File: src/hw/rtl/set_assoc_cache_tree_plru_defines.svh
// ----------------------------------------------------------------------------
// Assertion macros for the set-associative tag store
// Implication checks sampled on the rising clock edge, off while in reset.
// ----------------------------------------------------------------------------
`ifndef SET_ASSOC_CACHE_TREE_PLRU_DEFINES_SVH
`define SET_ASSOC_CACHE_TREE_PLRU_DEFINES_SVH

`ifndef ASSERT_OFF
`define SACP_ASSERT_SAME(lbl, clk, rstn, ante, cons, msg) \
  lbl: assert property (@(posedge clk) disable iff (!rstn) (ante) |-> (cons)) \
    else $error(msg);
`define SACP_ASSERT_NEXT(lbl, clk, rstn, ante, cons, msg) \
  lbl: assert property (@(posedge clk) disable iff (!rstn) (ante) |=> (cons)) \
    else $error(msg);
`else
`define SACP_ASSERT_SAME(lbl, clk, rstn, ante, cons, msg)
`define SACP_ASSERT_NEXT(lbl, clk, rstn, ante, cons, msg)
`endif

`endif

File: src/hw/rtl/sacp_ram.sv
// ----------------------------------------------------------------------------
// sacp_ram
// Simple dual-port RAM: one write port, one read port, registered read data.
// ----------------------------------------------------------------------------
module sacp_ram #(
  parameter int WIDTH = 8,
  parameter int DEPTH = 64
) (
  input  logic                                   clk,
  input  logic                                   we,
  input  logic [(DEPTH > 1 ? $clog2(DEPTH) : 1)-1:0] waddr,
  input  logic [WIDTH-1:0]                       wdata,
  input  logic [(DEPTH > 1 ? $clog2(DEPTH) : 1)-1:0] raddr,
  output logic [WIDTH-1:0]                       rdata
);

  logic [WIDTH-1:0] mem [DEPTH];
  logic [WIDTH-1:0] rdata_r;

  always_ff @(posedge clk) begin
    if (we) begin
      mem[waddr] <= wdata;
    end
    rdata_r <= mem[raddr];
  end

  assign rdata = rdata_r;

endmodule

File: config.mk
export PLATFORM = sky130hd
export DESIGN_NAME = sacp_ram
export DESIGN_NICKNAME = d
export VERILOG_FILES = /design/src/hw/rtl/set_assoc_cache_tree_plru_defines.svh /design/src/hw/rtl/sacp_ram.sv
export SDC_FILE = /design/constraint.sdc
export NUM_CORES = 1
export LEC_CHECK = 0
export BUFFER_PORTS_ARGS = -buffer_cell sky130_fd_sc_hd__buf_2
export CAP_MARGIN = 20
export CORE_MARGIN = 4
export CORE_UTILIZATION = 60
export DETAILED_ROUTE_END_ITERATION = 10
export PLACE_DENSITY = 0.75
export REMOVE_ABC_BUFFERS = 1
export SYNTH_ARGS = -nofsm -noshare
export SYNTH_HDL_FRONTEND = slang
export SYNTH_SLANG_ARGS = --single-unit
File: constraint.sdc
create_clock -name clk -period 5.15 [get_ports clk]
set_clock_uncertainty 0.2 [all_clocks]
set_input_delay 0.515 -clock clk [delete_from_list [all_inputs] [get_ports clk]]
set_output_delay 0.515 -clock clk [all_outputs]
set_load 0.01 [all_outputs]
==> key figures, run 1 <==
Floorplan
  – Chip Width: 191 µm
  – Full die area: 36600 µm²
  – Area of the core: 32900 µm²
  – Die Span Y: 191 µm
  – Initial Utilization: 61.4%
  – Num ports: 30
  – Floorplan row count: 66

Logic synthesis
  – Post-Synthesis Cells: 940
  – Sequential element share of the synthesized area: 77.0%
  – Syn avg cell area: 21.5 µm²
  – Post-synthesis cell type count: 40
  – Post-Syn Area: 20200 µm²
  – Compound-Gate Fraction of Synth Area: 2.07%
  – Fraction of the mapped netlist area in adder cells: 0%
  – Biggest area consumer among synthesized cells: edfxtp_1
  – Most common cell in the netlist: edfxtp_1
  – Largest family of logic cells by synthesized area: multiplexers
  – Fraction of registers with async set/reset: 0%
  – Most frequent cells after synthesis: edfxtp_1, mux4_2, nor2_1
  – Multiplexer area fraction after synthesis: 15.9%
  – Post-synthesis sequential element count: 520
  – Synth top area share: 76.2%
  – Simple-Gate Fraction of Synth Area: 3.39%
  – Post-synth EDFFs: 512
  – Total number of yosys warnings: 0
  – Largest cells by area after synthesis: edfxtp_1, mux4_2, nor2_1, mux2i_1, dfxtp_1
  – Post-synth top flop: edfxtp_1
  – Post-Synth XOR/XNOR Area: 0%

Power and ir drop
  – Peak VDD IR: 301 µV
  – Pleak: 0.00700 µW
  – PwrDens: 390 nW/µm²

STA
  – RSZ-0062 raised after global routing: no
  – Setup TNS: 0 ps
  – Final critical-path setup slack: 2220 ps
  – Final Critical Period: 2930 ps
  – Slew Limit Fails: 0
  – Fmax achieved: 341 MHz
  – Worst slew margin: 34.2%
  – Fin. Hold Viols: 0
  – Ratio of final minimum period to clock period: 56.9%
  – Hold slack: 79.9 ps
  – Finish-stage setup viols: 0
  – Slew @ Worst Pin: 983 ps

Placed design
  – Final GP Congestion: 0.841
  – Inst Count DP: 1373
  – Dpl hpwl: 25600 µm
  – Place WS: 1750 ps
  – Port Buffers: 29

Clocking
  – Longest Clk Path Bufs: 3
  – CTS tree: done
  – CTS Root Cell: clkbuf_16
  – Clock buffer count from CTS: 50
  – Clk Latency, worst-skew pair: 560 ps
  – Resize count post-CTS: 0
  – Register clock-pin slew on the reported worst setup and hold paths: 60 ps
  – H-tree Lvls: 2
  – Post-CTS Hold Buffers: 0
  – Post-CTS setup buffer count: 0
  – Clk sinks: 520

Setup path
  – Crit path to: rdata[4]$_DFF_P_
  – Worst setup path category: input port to register
  – CP startpoint kind: input port
  – CP required: 5370 ps
  – RR Endpoint: rdata[4]$_DFF_P_
  – Worst R2R Start: mem[21][4]$_DFFE_PP_
  – CP startpoint: raddr[2]
  – CP Capture Type: register
  – Worst-path fanout max: 44
  – Reg2reg setup slack: 2790 ps
  – Reg2Reg Depth: 5
  – Arrival @ worst endpoint: 3150 ps

Global route
  – Initial antenna violation count: 0
  – Vias in the first global route: 9821
  – Met3 usage: 4.31%
  – Met2 track demand over resource: 39.5%
  – Largest net degree at the start of global routing: 70
  – Tot GR Track Use: 24.6%
  – Met1 Use GR: 36.1%
  – Global route overflow: 0
  – First-pass GRT wire length: 65700 µm
  – Global route hottest layer: met2

Finish
  – Layout Cells excl Fill: 1470
  – Layout cells sized above 1: 25.1%
  – Final Util: 68.3%
  – Fill cells: 2053
  – P&R area growth vs syn: 11.2%
  – Number of diodes: 0
  – Nets: 1012

Routing
  – Drt initial violations: 1213
  – DRT antenna net count: 0
  – Drt drc: 0
  – Routed WL: 43700 µm
  – Via count: 9735
  – Pre-antenna DRT Iters: 5
  – Wire length per cell: 29.7 µm
  – Routed vias/inst: 6.62

Run
  – Max_cap viols: 0

Worst hold path
  – Min-Delay Path Class: input port to register

Status
  – Status: completed
routing by layer:
metal / part of all wire [%] / up-vias
li1: - / 4039
met1: 39 / 5089
met3: 9.1 / 84
met2: 50 / 523
met4: 2.6 / 0
met5: 0 / -
critical path, stage by stage:
cell and delay, ps:
buf_4 530, buf_4 480, mux4_2 380, mux2_2 290, o221a_2 280, nor3_1 480, o32ai_1 150
metrics by stage:
| step | area (µm²) | power (µW) |
|---|---|---|
| after floorplan | 19900 | 4970 |
| after global placement | 20700 | 5200 |
| after detailed placement | 20700 | 5210 |
| after CTS | 22300 | 8770 |
| after global routing | 22400 | 9010 |
| final | 22400 | 8750 |
flip-flops by register name, summed over array words and instances, names as in the netlist:
| name | count |
|---|---|
| mem | 512 |
| rdata | 8 |
cell families (layout without fill, tap and decap cells):
family,after synthesis,in the layout
compound gates,54,54
buf+inv,51,139
flops,520,520
mux,162,162
simple gates,153,153
worst min path at each step:
stage,startpoint,to,depth (start not counted)
final,wdata[7],mem[47][7]$_DFFE_PP_,1
after global routing,wdata[7],mem[47][7]$_DFFE_PP_,1
after CTS,raddr[5],rdata[0]$_DFF_P_,3
after detailed placement,mem[30][6]$_DFFE_PP_,rdata[6]$_DFF_P_,3
after global placement,mem[34][1]$_DFFE_PP_,rdata[1]$_DFF_P_,4
after floorplan,wdata[0],mem[0][0]$_DFFE_PP_,0
power breakdown:
part | internal (µW) | total, µW | leakage [µW] | switching (µW)
clock | 2130 | 3620 | 0.000792 | 1490
sequential | 4680 | 4700 | 0.00467 | 15.3
combinational | 166 | 432 | 0.00153 | 265
layout by cell type (no fill, tap or decap), drive strengths merged, types with 4 or more instances in the layout:
master / netlist / layout
edfxtp: 512 / 512
nor2b: 14 / 14
dfxtp: 8 / 8
nor3: 7 / 7
buf: 34 / 48
nand3: 13 / 13
mux4: 126 / 126
clkinv: 0 / 17
o21ai: 4 / 4
nand2b: 7 / 7
o22ai: 8 / 8
nor2: 83 / 83
nand2: 19 / 19
bufinv: 0 / 6
a211oi: 4 / 4
a221oi: 6 / 6
o221ai: 8 / 8
mux2i: 23 / 23
mux2: 13 / 13
clkbuf: 17 / 66
final cells by class:
class	instances	area [µm²]	area share, %
clock buffers	65	1340	5.97
clock inverters	25	274	1.22
multi-input cells	369	4320	19.2
flip-flops and latches	520	15500	69.3
well taps	442	553	2.47
repair buffers	49	417	1.86
Power figures use the tool's default switching activity.
==> inputs of run 2 (changes only) <==
--- a/config.mk
+++ b/config.mk
@@ -5,6 +5,7 @@
 export SDC_FILE = /design/constraint.sdc
 export NUM_CORES = 1
 export LEC_CHECK = 0
+export ABC_AREA = 1
 export BUFFER_PORTS_ARGS = -buffer_cell sky130_fd_sc_hd__buf_2
 export CAP_MARGIN = 20
 export CORE_MARGIN = 4
==> constraint.sdc (replaced) <==
create_clock -name clk -period 3 [get_ports clk]
set_clock_uncertainty 0.2 [all_clocks]
set_input_delay 0.3 -clock clk [delete_from_list [all_inputs] [get_ports clk]]
set_output_delay 0.3 -clock clk [all_outputs]
set_load 0.01 [all_outputs]
==> key figures, run 2 <==
Status
  – Status: completed

Routing
  – Wire length per cell: 22.3 µm (-25%)
  – Routed vias/inst: 6.02 (-9.1%)
  – Routed WL: 52300 µm (+20%)
  – DRT antenna net count: 0 (unchanged)
  – Pre-antenna DRT Iters: 6 (+1)
  – Drt initial violations: 1960 (+62%)
  – Drt drc: 0 (unchanged)
  – Via count: 14100 (+45%)

STA
  – RSZ-0062 raised after global routing: no
  – Worst slew margin: 37.8% (+3.6 points)
  – Slew Limit Fails: 0 (unchanged)
  – Fmax achieved: 463 MHz
  – Fin. Hold Viols: 0 (unchanged)
  – Slew @ Worst Pin: 933 ps (-49.9 ps)
  – Final Critical Period: 2160 ps
  – Ratio of final minimum period to clock period: 71.9%
  – Final critical-path setup slack: 842 ps (-1380 ps)
  – Setup TNS: 0 ps (unchanged)
  – Finish-stage setup viols: 0 (unchanged)

Logic synthesis
  – Fraction of registers with async set/reset: 0% (unchanged)
  – Syn avg cell area: 11.8 µm² (-45%)
  – Post-synthesis sequential element count: 520 (unchanged)
  – Post-synth top flop: edfxtp_1
  – Sequential element share of the synthesized area: 72.8% (-4.2 points)
  – Biggest area consumer among synthesized cells: edfxtp_1
  – Post-Synthesis Cells: 1805 (+92%)
  – Post-synthesis cell type count: 16 (-60%)
  – Most frequent cells after synthesis: nand2_1, edfxtp_1, nand3_1
  – Post-synth EDFFs: 512 (unchanged)
  – Largest cells by area after synthesis: edfxtp_1, nand2_1, nand3_1, buf_6, nor2_1
  – Total number of yosys warnings: 0 (unchanged)
  – Most common cell in the netlist: nand2_1
  – Post-Syn Area: 21300 µm² (+5.8%)
  – Synth top area share: 72.0% (-4.2 points)

Finish
  – Leading cell type in the layout, fill and taps excluded: nand2_1
  – Cell area after layout: 23500 µm² (+4.6%)
  – Nets: 1877 (+85%)
  – Most frequent cells in the layout: nand2_1, edfxtp_1, nand3_1, buf_4, nor2_1
  – Layout Cells excl Fill: 2347 (+60%)
  – Number of diodes: 0 (unchanged)
  – Fill cells: 2435 (+19%)
  – Largest reg by FF count: mem
  – Max FFs per register: 512 (unchanged)
  – P&R area growth vs syn: 9.97%
  – Reg area: 15500 µm² (unchanged)
  – Layout cells sized above 1: 9.14% (-16 points)
  – Area of the multi-input gates: 4950 µm² (+15%)

Clocking
  – Post-CTS setup buffer count: 0 (unchanged)
  – Resize count post-CTS: 0 (unchanged)
  – Clk Latency, worst-skew pair: 580 ps (+20 ps)
  – Register clock-pin slew on the reported worst setup and hold paths: 60 ps (about the same)
  – CTS tree: done
  – CTS Root Cell: clkbuf_16
  – Clock buffer count from CTS: 48 (-4.0%)
  – Longest Clk Path Bufs: 3 (unchanged)
  – Clk sinks: 520 (unchanged)
  – Post-CTS Hold Buffers: 6 (+6)
  – H-tree Lvls: 2 (unchanged)

Worst hold path
  – Hold Path Origin: wdata[6]
  – Min-Delay Path Class: input port to register

Setup path
  – Worst-path fanout max: 9 (-80%)
  – Arrival @ worst endpoint: 2160 ps (-990 ps)
  – CP startpoint: waddr[2]
  – Worst setup path category: input port to register
  – CP max stage delay: 890 ps (+360 ps)
  – Crit-path cells: buf_2 > inv_1 > nand4_1 > nor2_1
  – CP Capture Type: register
  – Crit-path slowest cell: nor2_1
  – Worst R2R Start: mem[63][4]$_DFFE_PP_
  – CP required: 3000 ps (-2370 ps)
  – CP startpoint kind: input port

Floorplan
  – Area of the core: 34800 µm² (+5.9%)
  – Initial Utilization: 61.3% (about the same)
  – Chip Width: 197 µm (+2.7%)
  – Die Span Y: 197 µm (+2.7%)
  – Floorplan row count: 68 (+3.0%)
  – Num ports: 30 (unchanged)
  – Full die area: 38600 µm² (+5.6%)

Run
  – Max_cap viols: 0 (unchanged)

Power and ir drop
  – PwrDens: 628 nW/µm² (+61%)
  – Sw Share: 22.5% (+2.2 points)
  – Peak VDD IR: 505 µV (+68%)
  – Pint: 11400 µW (+64%)
  – Combinational power share: 6.4% (+1.5 points)
  – Sequential Power Share: 54.8% (+1.1 points)
  – Clock Power Share: 38.7% (-2.7 points)
  – Pleak: 0.00854 µW (+22%)
  – Sw power: 3310 µW (+87%)

Global route
  – Initial antenna violation count: 0 (unchanged)
  – First-pass GRT wire length: 80100 µm (+22%)
  – Largest net degree at the start of global routing: 132 (+89%)
  – Global route overflow: 0 (unchanged)
  – Tot GR Track Use: 27.1% (+2.4 points)
  – Vias in the first global route: 13600 (+39%)

Placed design
  – Placed Instance Area: 22000 µm² (+6.2%)
  – Dpl hpwl: 30600 µm (+20%)
  – Place WS: 232 ps (-1520 ps)
  – Port Buffers: 29 (unchanged)
  – Inst Count DP: 2254 (+64%)
  – Final GP Congestion: 0.969 (+15%)
[run 2: cell types whose count changed after synthesis, sizes merged, moves of 7 or more]
cell | before | now
nor2b | 14 | 0
nand3 | 13 | 439
mux2i | 23 | 0
o22ai | 8 | 0
nand2b | 7 | 0
mux2 | 13 | 0
inv | 0 | 12
buf | 34 | 98
nor2 | 83 | 56
o221ai | 8 | 0
nand2 | 19 | 648
nor3 | 7 | 0
nand4 | 2 | 9
mux4 | 126 | 0
[run 2: logic make-up after synthesis]
| logic type | after synthesis | share of synthesized area, % |
|---|---|---|
| simple gates | 1160 | 23.2 |
| flops | 520 | 72.8 |
| buf+inv | 125 | 4.02 |
[run 2: final cells by class]
| class | instances | share of cell area, % |
|---|---|---|
| Sequential cell | 520 | 66.2 |
| Multi-Input combinational cell | 1160 | 21.1 |
| Clock buffer | 60 | 5.31 |
| Timing Repair Buffer | 113 | 3.89 |
| Tap cell | 455 | 2.43 |
| Clock inverter | 27 | 0.874 |
| Inverter | 12 | 0.224 |
[run 2: worst max-delay path: cells and delay by family]
kind                   cells  cell delay, ps
and+or+nand+nor            2            1500
buffers and inverters      2             350
[run 2: layer usage]
layer  track usage [%]  vias up  share of wire, %
met3              4.39      113               9.8
met4              8.45        0               3.3
met5                 0        -                 0
li1                  -     6446                 -
met1              37.9     6790                38
met2              44.5      772                49
[run 2: power groups by stage]
stage	logic, µW	clock network [µW]	registers [µW]
final	949	5710	8070
after global routing	1030	6100	8070
after CTS	931	5760	8070
after detailed placement	919	0	8230
after global placement	904	0	8230
after floorplan	406	0	8220
[run 2: final timing paths]
kind                           to  slack (ps)  cells after the start
min          mem[59][6]$_DFFE_PP_          90                      1
min reg2reg      rdata[2]$_DFF_P_         610                      8
max reg2reg      rdata[4]$_DFF_P_        1400                      8
max          mem[35][6]$_DFFE_PP_         840                      4
[run 2: metrics by stage]
stage          util, %  hold WS [ps]  power [µW]
4_1_cts           67.4          79.3       14800
5_1_grt           67.4           111       15200
3_5_place_dp      63.1           468        9140
6_report          67.4          85.7       14700
2_1_floorplan        -           199        8620
3_3_place_gp      63.1           456        9130
